$ cat src/design/rtcm3v_pkg.sv
`default_nettype none
// ----------------------------------------------------------------------------
// rtcm3v_pkg
// Shared types, codes and the CRC-24Q byte step for the RTCM3 frame validator.
// ----------------------------------------------------------------------------
package rtcm3v_pkg;

    localparam int FRAME_BUFFER_BYTES_DEF = 1030;

    localparam int POS_W = 11;   // frame positions and lengths
    localparam int FWD_W = 32;   // forwarded byte total
    localparam int CRC_W = 24;

    localparam logic [7:0]       PREAMBLE     = 8'hD3;
    localparam logic [7:0]       RSV_MASK     = 8'hFC;
    localparam logic [CRC_W-1:0] CRC_POLY     = 24'h864CFB; // x^24 term implied
    localparam logic [POS_W-1:0] HDR_OVERHEAD = 11'd6;      // preamble, header, CRC
    localparam logic [POS_W-1:0] CRC_BYTES    = 11'd3;

    // frame status codes
    localparam logic [1:0] ST_NONE    = 2'd0;
    localparam logic [1:0] ST_GOOD    = 2'd1;
    localparam logic [1:0] ST_CRC_BAD = 2'd2;
    localparam logic [1:0] ST_HDR_BAD = 2'd3;

    // output queue geometry
    localparam int OQ_DEPTH = 3;
    localparam int OQ_PTR_W = 2;
    localparam int OQ_CNT_W = 2;

    typedef struct packed {
        logic             en;
        logic [POS_W-1:0] addr;
        logic [7:0]       data;
    } ram_wr_t;

    typedef struct packed {
        logic             en;
        logic [POS_W-1:0] addr;
    } ram_rd_t;

    typedef struct packed {
        logic [1:0]       status;
        logic [POS_W-1:0] length;
        logic [FWD_W-1:0] fwd;
    } result_t;

    typedef struct packed {
        logic [1:0]       status;
        logic [POS_W-1:0] length;
        logic [7:0]       rdata;
        logic [FWD_W-1:0] fwd;
    } out_item_t;

    // One byte through CRC-24Q, MSB first, no reflection.
    function automatic logic [CRC_W-1:0] crc24q_byte(input logic [CRC_W-1:0] crc,
                                                      input logic [7:0] b);
        logic [CRC_W-1:0] c;
        c = crc ^ {b, 16'h0000};
        for (int k = 0; k < 8; k++)
        begin
            if (c[CRC_W-1])
                c = {c[CRC_W-2:0], 1'b0} ^ CRC_POLY;
            else
                c = {c[CRC_W-2:0], 1'b0};
        end
        return c;
    endfunction

endpackage
`default_nettype wire

$ cat src/design/rtcm3v_out_queue.sv
`default_nettype none
// ----------------------------------------------------------------------------
// rtcm3v_out_queue
// Small result queue that decouples the parser from output stalls.
// ----------------------------------------------------------------------------
module rtcm3v_out_queue (
    input  wire logic                    clk,
    input  wire logic                    rst_n,
    input  wire logic                    push,
    input  wire rtcm3v_pkg::out_item_t   push_item,
    input  wire logic                    pop,
    output rtcm3v_pkg::out_item_t        head,
    output logic                         not_empty,
    output logic [rtcm3v_pkg::OQ_CNT_W-1:0] count
);
    import rtcm3v_pkg::*;

    out_item_t            ent_reg [OQ_DEPTH];
    logic [OQ_PTR_W-1:0]  wr_ptr_reg, wr_ptr_next;
    logic [OQ_PTR_W-1:0]  rd_ptr_reg, rd_ptr_next;
    logic [OQ_CNT_W-1:0]  count_reg,  count_next;
    logic                 do_pop;

    assign do_pop = pop && (count_reg != '0);

    always_comb
    begin
        wr_ptr_next = wr_ptr_reg;
        rd_ptr_next = rd_ptr_reg;
        count_next  = count_reg;
        if (push)
            wr_ptr_next = (wr_ptr_reg == OQ_PTR_W'(OQ_DEPTH - 1)) ? '0 : wr_ptr_reg + 1'b1;
        if (do_pop)
            rd_ptr_next = (rd_ptr_reg == OQ_PTR_W'(OQ_DEPTH - 1)) ? '0 : rd_ptr_reg + 1'b1;
        if (push && !do_pop)
            count_next = count_reg + 1'b1;
        else if (!push && do_pop)
            count_next = count_reg - 1'b1;
    end

    always_ff @(posedge clk or negedge rst_n)
    begin
        if (!rst_n)
        begin
            wr_ptr_reg <= '0;
            rd_ptr_reg <= '0;
            count_reg  <= '0;
        end
        else
        begin
            wr_ptr_reg <= wr_ptr_next;
            rd_ptr_reg <= rd_ptr_next;
            count_reg  <= count_next;
        end
    end

    always_ff @(posedge clk)
    begin
        if (push)
            ent_reg[wr_ptr_reg] <= push_item;
    end

    assign head      = ent_reg[rd_ptr_reg];
    assign not_empty = (count_reg != '0);
    assign count     = count_reg;

`ifndef SYNTHESIS
    a_no_overflow: assert property (@(posedge clk) disable iff (!rst_n)
        push |-> (count_reg < OQ_CNT_W'(OQ_DEPTH) || do_pop))
        else $error("result queue overflow");

    a_count_bound: assert property (@(posedge clk) disable iff (!rst_n)
        count_reg <= OQ_CNT_W'(OQ_DEPTH))
        else $error("result queue count out of range");
`endif

endmodule
`default_nettype wire

$ cat config.mk
export PLATFORM = sky130hd
export DESIGN_NAME = rtcm3v_out_queue
export DESIGN_NICKNAME = d
export VERILOG_FILES = /design/src/design/rtcm3v_pkg.sv /design/src/design/rtcm3v_out_queue.sv
export SDC_FILE = /design/constraint.sdc
export NUM_CORES = 1
export LEC_CHECK = 0
export ABC_AREA = 1
export BUFFER_PORTS_ARGS = -buffer_cell sky130_fd_sc_hd__buf_2
export CAP_MARGIN = 15
export CORE_ASPECT_RATIO = 0.9
export CORE_MARGIN = 2
export CORE_UTILIZATION = 50
export CTS_CLUSTER_DIAMETER = 120
export CTS_CLUSTER_SIZE = 40
export DETAILED_ROUTE_END_ITERATION = 8
export HOLD_SLACK_MARGIN = 0.05
export PLACE_DENSITY = 0.77
export SYNTH_ARGS = -nofsm -noshare
export SYNTH_HDL_FRONTEND = slang
export SYNTH_SLANG_ARGS = --single-unit
$ cat constraint.sdc
create_clock -name clk -period 3.9 [get_ports clk]
set_input_delay 0 -clock clk [delete_from_list [all_inputs] [get_ports clk]]
set_output_delay 0 -clock clk [all_outputs]
set_load 0.02 [all_outputs]
==> results.ini <==
[synth]
synth.distinct_cells=15
synth_warnings=0
synth_top_cell_by_area=edfxtp_1
synth_edf_count=159
synth_common_cells=nand2_1 (163), edfxtp_1 (159), nand3_1 (58), buf_2 (10), inv_1 (8)
synth_area_sq_um=6100
yosysSeqAreaShare=0.807
synth_area_per_cell_sq_um=14.3
syn_nets=484
synth.most_common_cell=nand2_1
yosysTopAreaCellShare=0.782
synth_area_leaders=edfxtp_1 (78%), nand2_1 (10%), nand3_1 (4.8%)
ys_ff_latch=165
async_flop_share=0.0364
synth_ff_type=edfxtp_1
synthCells=426

[placed_design]
dp_cells=685
gp_congestion=0.719
dp_hpwl_um=6730
pre_cts_ws_ns=1.70
io_buffers=112

[flow_run]
maxCapViolCount=0

[min_path]
hold_path_class=primary input to flip-flop
min-delay-start=push_item[13]
holdPathStages=2
whs_endpoint=ent_reg[1][13]

[floorplanning]
pin_count=113
rows=38
core_sq_um=12000
initial_utilization=0.509
die_h_um=109
die_x_um=120
die_area_sq_um=13100

[worst_setup_path]
worstPathCellList=inv_2, nor2_8, nand2_1, nand3_1, buf_2
worstPathRequired_ns=3.90
r2r_slack_ns=1.82
crit_type=flip-flop to output pin
worstRegToRegCells=4
timing.rr.end=ent_reg[1][51]
cp-end-kind=output pin
rr_startpoint=wr_ptr_reg[1]
cp_slowest_cell=nor2_8
worstSetupStartpointType=flip-flop
crit_arrival_ns=2.12
crit_fanout=54
slowest_delay_ns=0.65

[cts]
cts_buffers=17
cts_resized=0
htreeDepth=4
clk_latency_ns=0.42
cts_root_buf=clkbuf_16
post_cts_buffers=0
cts_tree=built
cts.sinks=165
clockBufferDepth=2
cts.clk_slew.worst_paths_ns=0.06
holdBufCountCts=57

[finish]
nNetsFinal=660
postLayoutCoreUtil=0.661
final_cells=774
diodes=0
drive_above_1_share=0.254
num-fill-cells=872
syn2layout_area_growth_pct=29.7
largest_reg_flops=159

[timing]
finalSetupViolCount=0
relSlewSlack=0.440
timing.final.ws_setup_ns=1.78
skew_ns=0.00419
setup_tns_ns=0
fin_crit_sh=0.542
tightestPinTransition_ns=0.839
slew_viol_final=0
rsz0062_at_grt=no
hold_viol_final=0
max_freq_mhz=473
min_period_ns=2.12

[pwr]
netSwitchingFraction=0.369
p_per_area_nw_per_um2=770
p_leak_nw=3.10
p_int_w=0.00385
switching_power_w=0.00225
ir_drop_mv=0.366
clkPwrFrac=0.254
finalPower_w=0.00610
combPwrFrac=0.354
seq_power_share=0.392

[route]
first_iter_violations=221
post_drt_wl_per_cell_um=15.7
drc=0
ant_nets=0
routed_wl_um=12100
firstDrtPassIters=5
post_drt_via_cell_ratio=4.99
vias=3863

[global_route]
track_usage=0.194
grt_overflow_total=0
grt_pass1_vias=3902
antenna_found_initial=0
grt_max_degree=57
grt_pass1_wl_um=18900

[run_status]
status=complete, no violations

## metal layers
metal  share of wire  track usage
met3           0.052       0.0513
met1            0.41        0.227
met5               0            0
met2            0.51        0.339
met4           0.023       0.0905
## layout make-up
type	instances	area, sq um	area share
Sequential cell	165	4930	0.622
Timing Repair Buffer	173	1170	0.148
Multi-Input combinational cell	236	1030	0.131
Clock buffer	20	437	0.0552
Tap cell	160	200	0.0253
Clock inverter	11	111	0.0141
Inverter	9	33.8	0.00427
## critical path, delay by kind of cell, from the launching register on
family,cells,cell delay (ns)
flip-flops,1,0.50
AND/OR/NAND/NOR,3,0.92
buffers and inverters,2,0.28
## stage by stage
stage          area, sq um  hold slack [ns]
2_1_floorplan         6100           -0.296
3_3_place_gp          6780           -0.176
3_5_place_dp          6780           -0.168
4_1_cts               7900            0.306
5_1_grt               7920            0.316
6_report              7920            0.320
## cell usage in the layout, fill, tap and decap left out, types with 2 or more instances in the layout
cell / synthesis / routed
dfrtp_1: 6 / 5
buf_4: 0 / 3
nand2_1: 163 / 163
inv_1: 8 / 6
o21ai_0: 2 / 2
clkinv_1: 0 / 2
edfxtp_1: 159 / 159
dlygate4sd3_1: 0 / 57
bufinv_16: 0 / 2
clkbuf_16: 0 / 17
buf_2: 10 / 112
clkinvlp_4: 0 / 2
inv_2: 1 / 3
clkbuf_1: 0 / 3
clkinv_2: 0 / 4
nand2_2: 7 / 7
nand3_1: 58 / 58
nor2_8: 2 / 2
## worst max path at each step
stage                        from       endpoint  slack (ns)  cells after the start
global placement    rd_ptr_reg[1]        head[9]        1.75                      4
floorplan           wr_ptr_reg[0]  ent_reg[2][0]        0.72                      3
global route        rd_ptr_reg[0]       head[30]        1.62                      5
detailed placement  rd_ptr_reg[1]       head[47]        1.70                      4
finish              rd_ptr_reg[0]       head[41]        1.78                      5
CTS                 rd_ptr_reg[1]       head[41]        1.26                      4
## kinds of logic after synthesis
kind of cell | after synthesis | share of synthesized area
and+or+nand+nor | 232 | 0.163
DFF | 165 | 0.807
adders and majority gates | 1 | 0.00205
buffers and inverters | 25 | 0.0248
xor gates and xnor gates | 1 | 0.00144
AOI/OAI and AO/OA | 2 | 0.00164
## power by group through the flow
stage,Combinational (W),Sequential (W),Clock [W]
2_1_floorplan,0.00146,0.00241,0
3_3_place_gp,0.00200,0.00250,0
4_1_cts,0.00208,0.00247,0.00156
3_5_place_dp,0.00203,0.00251,0
5_1_grt,0.00236,0.00241,0.00164
6_report,0.00216,0.00239,0.00155
Note: power is estimated with default switching activity, not from simulation.
