### src/design/rtcm3v_pkg.sv
`default_nettype none
// ----------------------------------------------------------------------------
// rtcm3v_pkg
// Shared types, codes and the CRC-24Q byte step for the RTCM3 frame validator.
// ----------------------------------------------------------------------------
package rtcm3v_pkg;

    localparam int FRAME_BUFFER_BYTES_DEF = 1030;

    localparam int POS_W = 11;   // frame positions and lengths
    localparam int FWD_W = 32;   // forwarded byte total
    localparam int CRC_W = 24;

    localparam logic [7:0]       PREAMBLE     = 8'hD3;
    localparam logic [7:0]       RSV_MASK     = 8'hFC;
    localparam logic [CRC_W-1:0] CRC_POLY     = 24'h864CFB; // x^24 term implied
    localparam logic [POS_W-1:0] HDR_OVERHEAD = 11'd6;      // preamble, header, CRC
    localparam logic [POS_W-1:0] CRC_BYTES    = 11'd3;

    // frame status codes
    localparam logic [1:0] ST_NONE    = 2'd0;
    localparam logic [1:0] ST_GOOD    = 2'd1;
    localparam logic [1:0] ST_CRC_BAD = 2'd2;
    localparam logic [1:0] ST_HDR_BAD = 2'd3;

    // output queue geometry
    localparam int OQ_DEPTH = 3;
    localparam int OQ_PTR_W = 2;
    localparam int OQ_CNT_W = 2;

    typedef struct packed {
        logic             en;
        logic [POS_W-1:0] addr;
        logic [7:0]       data;
    } ram_wr_t;

    typedef struct packed {
        logic             en;
        logic [POS_W-1:0] addr;
    } ram_rd_t;

    typedef struct packed {
        logic [1:0]       status;
        logic [POS_W-1:0] length;
        logic [FWD_W-1:0] fwd;
    } result_t;

    typedef struct packed {
        logic [1:0]       status;
        logic [POS_W-1:0] length;
        logic [7:0]       rdata;
        logic [FWD_W-1:0] fwd;
    } out_item_t;

    // One byte through CRC-24Q, MSB first, no reflection.
    function automatic logic [CRC_W-1:0] crc24q_byte(input logic [CRC_W-1:0] crc,
                                                      input logic [7:0] b);
        logic [CRC_W-1:0] c;
        c = crc ^ {b, 16'h0000};
        for (int k = 0; k < 8; k++)
        begin
            if (c[CRC_W-1])
                c = {c[CRC_W-2:0], 1'b0} ^ CRC_POLY;
            else
                c = {c[CRC_W-2:0], 1'b0};
        end
        return c;
    endfunction

endpackage
`default_nettype wire

### src/design/rtcm3v_parser.sv
`default_nettype none
// ----------------------------------------------------------------------------
// rtcm3v_parser
// Framing state machine, CRC-24Q accumulator, buffer port control and the
// result stage that lines up with the buffer read data.
// ----------------------------------------------------------------------------
module rtcm3v_parser #(
    parameter int FRAME_BUFFER_BYTES = rtcm3v_pkg::FRAME_BUFFER_BYTES_DEF
) (
    input  wire logic                   clk,
    input  wire logic                   rst_n,
    input  wire logic                   accept,
    input  wire logic                   operation,
    input  wire logic [7:0]             data_byte,
    input  wire logic [rtcm3v_pkg::POS_W-1:0] read_index,
    output rtcm3v_pkg::ram_wr_t         ram_wr,
    output rtcm3v_pkg::ram_rd_t         ram_rd,
    output logic                        res_valid,
    output logic                        res_rd_ok,
    output rtcm3v_pkg::result_t         res
);
    import rtcm3v_pkg::*;

    localparam logic [1:0] PH_WAIT = 2'd0;
    localparam logic [1:0] PH_HDR1 = 2'd1;
    localparam logic [1:0] PH_HDR2 = 2'd2;
    localparam logic [1:0] PH_BODY = 2'd3;

    localparam logic [POS_W-1:0] BUF_BYTES = POS_W'(FRAME_BUFFER_BYTES);

    logic [1:0]       phase_reg,  phase_next;
    logic [POS_W-1:0] wp_reg,     wp_next;
    logic [POS_W-1:0] exp_reg,    exp_next;
    logic [CRC_W-1:0] crc_reg,    crc_next;
    logic [FWD_W-1:0] fwd_reg,    fwd_next;
    logic [1:0]       len_hi_reg, len_hi_next;
    logic [15:0]      tail_reg,   tail_next;

    logic             res_valid_reg;
    logic             rd_ok_reg;
    result_t          res_reg;

    logic [1:0]       status;
    logic [POS_W-1:0] flen;
    logic [9:0]       plen;
    logic [POS_W-1:0] total;
    logic [POS_W:0]   wp_plus_crc;
    logic [POS_W-1:0] wp_inc;

    always_comb
    begin
        phase_next  = phase_reg;
        wp_next     = wp_reg;
        exp_next    = exp_reg;
        crc_next    = crc_reg;
        fwd_next    = fwd_reg;
        len_hi_next = len_hi_reg;
        tail_next   = tail_reg;
        status      = ST_NONE;
        flen        = '0;
        ram_wr.en   = 1'b0;
        ram_wr.addr = wp_reg;
        ram_wr.data = data_byte;
        plen        = {len_hi_reg, data_byte};
        total       = POS_W'(plen) + HDR_OVERHEAD;
        wp_plus_crc = {1'b0, wp_reg} + {1'b0, CRC_BYTES};
        wp_inc      = wp_reg + 1'b1;

        if (accept && !operation)
        begin
            case (phase_reg)
                PH_WAIT:
                begin
                    if (data_byte == PREAMBLE)
                    begin
                        ram_wr.en   = 1'b1;
                        ram_wr.addr = '0;
                        wp_next     = POS_W'(1);
                        crc_next    = crc24q_byte('0, PREAMBLE);
                        phase_next  = PH_HDR1;
                    end
                end
                PH_HDR1:
                begin
                    if ((data_byte & RSV_MASK) != 8'h00)
                    begin
                        status = ST_HDR_BAD;
                        if (data_byte == PREAMBLE)
                        begin
                            // the bad header byte opens a fresh candidate
                            ram_wr.en   = 1'b1;
                            ram_wr.addr = '0;
                            wp_next     = POS_W'(1);
                            crc_next    = crc24q_byte('0, PREAMBLE);
                            phase_next  = PH_HDR1;
                        end
                        else
                        begin
                            phase_next = PH_WAIT;
                            wp_next    = '0;
                            exp_next   = '0;
                            crc_next   = '0;
                        end
                    end
                    else
                    begin
                        ram_wr.en   = 1'b1;
                        wp_next     = wp_inc;
                        crc_next    = crc24q_byte(crc_reg, data_byte);
                        len_hi_next = data_byte[1:0];
                        phase_next  = PH_HDR2;
                    end
                end
                PH_HDR2:
                begin
                    ram_wr.en = 1'b1;
                    if (plen == 10'd0 || total > BUF_BYTES)
                    begin
                        status     = ST_HDR_BAD;
                        phase_next = PH_WAIT;
                        wp_next    = '0;
                        exp_next   = '0;
                        crc_next   = '0;
                    end
                    else
                    begin
                        wp_next    = wp_inc;
                        crc_next   = crc24q_byte(crc_reg, data_byte);
                        exp_next   = total;
                        phase_next = PH_BODY;
                    end
                end
                default:
                begin
                    ram_wr.en = (wp_reg < BUF_BYTES);
                    tail_next = {tail_reg[7:0], data_byte};
                    wp_next   = wp_inc;
                    // CRC covers everything ahead of the three trailing bytes
                    if (wp_plus_crc < {1'b0, exp_reg})
                        crc_next = crc24q_byte(crc_reg, data_byte);
                    if (wp_inc >= exp_reg)
                    begin
                        flen = exp_reg;
                        if ({tail_reg, data_byte} == crc_reg)
                        begin
                            status   = ST_GOOD;
                            fwd_next = fwd_reg + FWD_W'(exp_reg);
                        end
                        else
                        begin
                            status = ST_CRC_BAD;
                        end
                        phase_next = PH_WAIT;
                        wp_next    = '0;
                        exp_next   = '0;
                        crc_next   = '0;
                    end
                end
            endcase
        end
    end

    // Reads and writes come from different beats, so one never meets the other
    // in the same cycle and the read sees every earlier write.
    always_comb
    begin
        ram_rd.en   = accept && operation && (read_index < BUF_BYTES);
        ram_rd.addr = read_index;
    end

    always_ff @(posedge clk or negedge rst_n)
    begin
        if (!rst_n)
        begin
            phase_reg     <= PH_WAIT;
            wp_reg        <= '0;
            exp_reg       <= '0;
            crc_reg       <= '0;
            fwd_reg       <= '0;
            len_hi_reg    <= '0;
            tail_reg      <= '0;
            res_valid_reg <= 1'b0;
        end
        else
        begin
            phase_reg     <= phase_next;
            wp_reg        <= wp_next;
            exp_reg       <= exp_next;
            crc_reg       <= crc_next;
            fwd_reg       <= fwd_next;
            len_hi_reg    <= len_hi_next;
            tail_reg      <= tail_next;
            res_valid_reg <= accept;
        end
    end

    always_ff @(posedge clk)
    begin
        if (accept)
        begin
            rd_ok_reg      <= ram_rd.en;
            res_reg.status <= status;
            res_reg.length <= flen;
            res_reg.fwd    <= fwd_next;
        end
    end

    assign res_valid = res_valid_reg;
    assign res_rd_ok = rd_ok_reg;
    assign res       = res_reg;

`ifndef SYNTHESIS
    a_read_keeps_parser: assert property (@(posedge clk) disable iff (!rst_n)
        (accept && operation) |=> ($stable(phase_reg) && $stable(wp_reg)))
        else $error("read beat disturbed the parser");

    a_body_bounds: assert property (@(posedge clk) disable iff (!rst_n)
        (phase_reg == PH_BODY) |-> (exp_reg >= POS_W'(7) && wp_reg < exp_reg
                                    && exp_reg <= BUF_BYTES))
        else $error("body position outside the expected frame");

    a_fwd_only_on_good: assert property (@(posedge clk) disable iff (!rst_n)
        (fwd_reg != $past(fwd_reg)) |-> (res_valid_reg && res_reg.status == ST_GOOD))
        else $error("forwarded total moved without a good frame");
`endif

endmodule
`default_nettype wire

### config.mk
export PLATFORM = sky130hd
export DESIGN_NAME = rtcm3v_parser
export DESIGN_NICKNAME = d
export VERILOG_FILES = /design/src/design/rtcm3v_pkg.sv /design/src/design/rtcm3v_parser.sv
export SDC_FILE = /design/constraint.sdc
export NUM_CORES = 1
export LEC_CHECK = 0
export ABC_AREA = 1
export BUFFER_PORTS_ARGS = -buffer_cell sky130_fd_sc_hd__buf_4
export CAP_MARGIN = 20
export CORE_MARGIN = 2
export CORE_UTILIZATION = 64
export DETAILED_ROUTE_END_ITERATION = 16
export PLACE_DENSITY = 0.91
export SETUP_SLACK_MARGIN = 0.15
export SLEW_MARGIN = 20
export SYNTH_ARGS = -nofsm -noshare
export SYNTH_HDL_FRONTEND = slang
export SYNTH_SLANG_ARGS = --single-unit
### constraint.sdc
create_clock -name clk -period 5.7 [get_ports clk]
set_input_delay 0.285 -clock clk [delete_from_list [all_inputs] [get_ports clk]]
set_output_delay 0.285 -clock clk [all_outputs]
set_load 0.01 [all_outputs]
==> out/results.tsv <==
metric	value	unit
p_leak	4.88	nW
slew_headroom	0.343	
cts-htree-levels	4	
final_util	0.745	
drtIter0Drc	888	
dieArea	0.0149	mm²
antenna_found_initial	0	
drv_slew	0	
yosys-top-cells-area	dfrtp_1 (28%), edfxtp_1 (15%), nand2_1 (8.0%)	
p_per_area	356	mW/mm²
critPathKind	flop to flop	
grt_usage	0.305	
drive_gt1_frac	0.201	
max_freq	264	MHz
status	completed	
timing.setup.tns	0	ns
synthesis.nets	1045	
wl_per_cell	17.2	µm
synth_edf_count	46	
dr.pass1.iters	7	
critPathArrivalTime	3.97	ns
drv_cap	0	
cp.required	5.88	ns
end_kind	flop	
clk_latency	0.43	ns
die_w	122	µm
antenna_left	0	
fin_nets	1128	
clock-sinks	145	
routed_wl	21.6	mm
hold_violations	0	
async_reset_ff_frac	0.683	
cts_setup_buffers	0	
rsz0062_at_grt	no	
place_ws	2.00	ns
gp_congestion	0.901	
period_needed	3.79	ns
ioPinCount	102	
cts_buffers	17	
layout_setup_ws	1.91	ns
synth_top_area_cell	dfrtp_1	
yosysWarnings	0	
portBuffers	99	
grt_pass1_vias	7051	
ys.flop_type	dfrtp_1	
worstPathMaxFanout	12	
grt_pass1_wl	35.0	mm
drc	0	
cts_root_buf	clkbuf_16	
synth_cell_types	58	
core_area	0.0137	mm²
avgViaCountPerCell	5.80	
clkTransAtPathRegs	0.06	ns
die_h	122	µm
cts_tree	yes	
min_path_type	input pin to flop	
tightestPinTransition	0.984	ns
largest_reg_flops	45	
grt_max_degree	65	
seq_area_frac_synth	0.433	
vias	7293	
period_share	0.664	
setup_viol	0	
syn_avg_cell_area	9.08	µm²
synth.ff_latch_count	145	
areaGrowthSynthToFinish	14.6	%
peakVddDrop	0.272	mV
synthTopCellsByCount	nand2_1 (189), inv_1 (103), dfrtp_1 (99)	
dp_hpwl	15.5	mm
start_util	0.650	
synth_top_area_frac	0.278	
startpoint_type	flop	
antenna_cells	0	
hold_buffers	1	
postSynthCellCount	982	
cts_resized	0	
syn_area	0.00892	mm²
cts_buffer_depth	2	
fp-row-count	43	
grt_overflow	0	
skew	0.00838	ns
synth.most_common_cell	nand2_1	
-- per-layer routing --
layer,wire length (µm),track usage,up-vias
met5,0,0,-
met2,10800,0.506,354
li1,-,-,3379
met3,1500,0.0585,68
met1,8760,0.399,3492
met4,600,0.115,0
-- critical path, stage by stage, from the launching register on --
cell     delay [ns]
dfrtp_1        0.43
inv_1          0.11
nor3_1         0.24
nand4_1        0.14
nor2_1         0.14
xor2_1         0.19
inv_1          0.06
ha_1           0.29
nand2_1        0.09
nor4_1         0.28
nand4_1        0.12
nand2_1        0.30
nand2_1        0.17
nor2_4         0.29
nand2_2        0.19
nor2_2         0.20
nand2_1        0.09
xor2_1         0.13
inv_1          0.07
-- layout make-up --
cell class | instances | area (µm²)
clock inverter | 11 | 116
multi-input combinational | 676 | 4340
tap | 180 | 225
fill | 937 | 3500
inverter | 123 | 467
timing repair buffer | 102 | 768
sequential | 145 | 3860
clock buffer | 21 | 450
-- where the power goes --
part,internal (W),total [W],switching [W]
Clock,0.000651,0.00108,0.000429
Combinational,0.000489,0.00130,0.000813
Sequential,0.00116,0.00126,0.0000948
-- stage by stage --
| stage | hold slack [ns] | area (µm²) | cells | total power, W |
|---|---|---|---|---|
| after floorplan | -0.0106 | 8920 | 982 | 0.00226 |
| after global placement | 0.274 | 9640 | 1225 | 0.00250 |
| after detailed placement | 0.278 | 9640 | 1225 | 0.00254 |
| after CTS | 0.166 | 10200 | 1258 | 0.00362 |
| after global routing | 0.187 | 10200 | 1258 | 0.00381 |
| final | 0.172 | 10200 | 1258 | 0.00364 |
-- placed cells by master, fill, tap and decap left out, drive strengths merged, types with 3 or more instances in the layout --
cell,n
nand2,214
inv,123
buf,101
dfrtp,99
xor2,81
nand3,73
o21ai,58
nor2,55
edfxtp,46
ha,39
xnor2,32
a21oi,32
nor3,22
clkbuf,21
nand4,15
o22ai,13
nor4,8
clkinv,6
or2,6
a31oi,3
nand3b,3
clkinvlp,3
-- kinds of logic (layout without fill, tap and decap cells) --
| logic type | Yosys count | count (layout) | synth area share |
|---|---|---|---|
| compound gates | 124 | 124 | 0.0824 |
| flops | 145 | 145 | 0.433 |
| fa+ha+maj | 40 | 40 | 0.0570 |
| xor+xnor | 114 | 114 | 0.117 |
| buf+inv | 161 | 257 | 0.0810 |
| simple gates | 398 | 398 | 0.230 |
-- final timing paths --
| path | startpoint | to | slack (ns) | cells after the start |
|---|---|---|---|---|
| max in group asynchronous | rst_n | wp_reg[2]$_DFFE_PN0P_ | 4.16 | 3 |
| hold / removal | read_index[10] | res_rd_ok$_DFFE_PP_ | 0.17 | 2 |
| setup reg to reg | wp_reg[4]$_DFFE_PN0P_ | res[31]$_DFFE_PP_ | 1.91 | 18 |
| hold reg to reg | fwd_reg[26]$_DFF_PN0_ | fwd_reg[26]$_DFF_PN0_ | 0.49 | 1 |
| min in group asynchronous | rst_n | fwd_reg[23]$_DFF_PN0_ | 0.37 | 2 |
| setup / recovery | wp_reg[4]$_DFFE_PN0P_ | res[31]$_DFFE_PP_ | 1.91 | 18 |
Note: power is estimated with default switching activity, not from simulation.
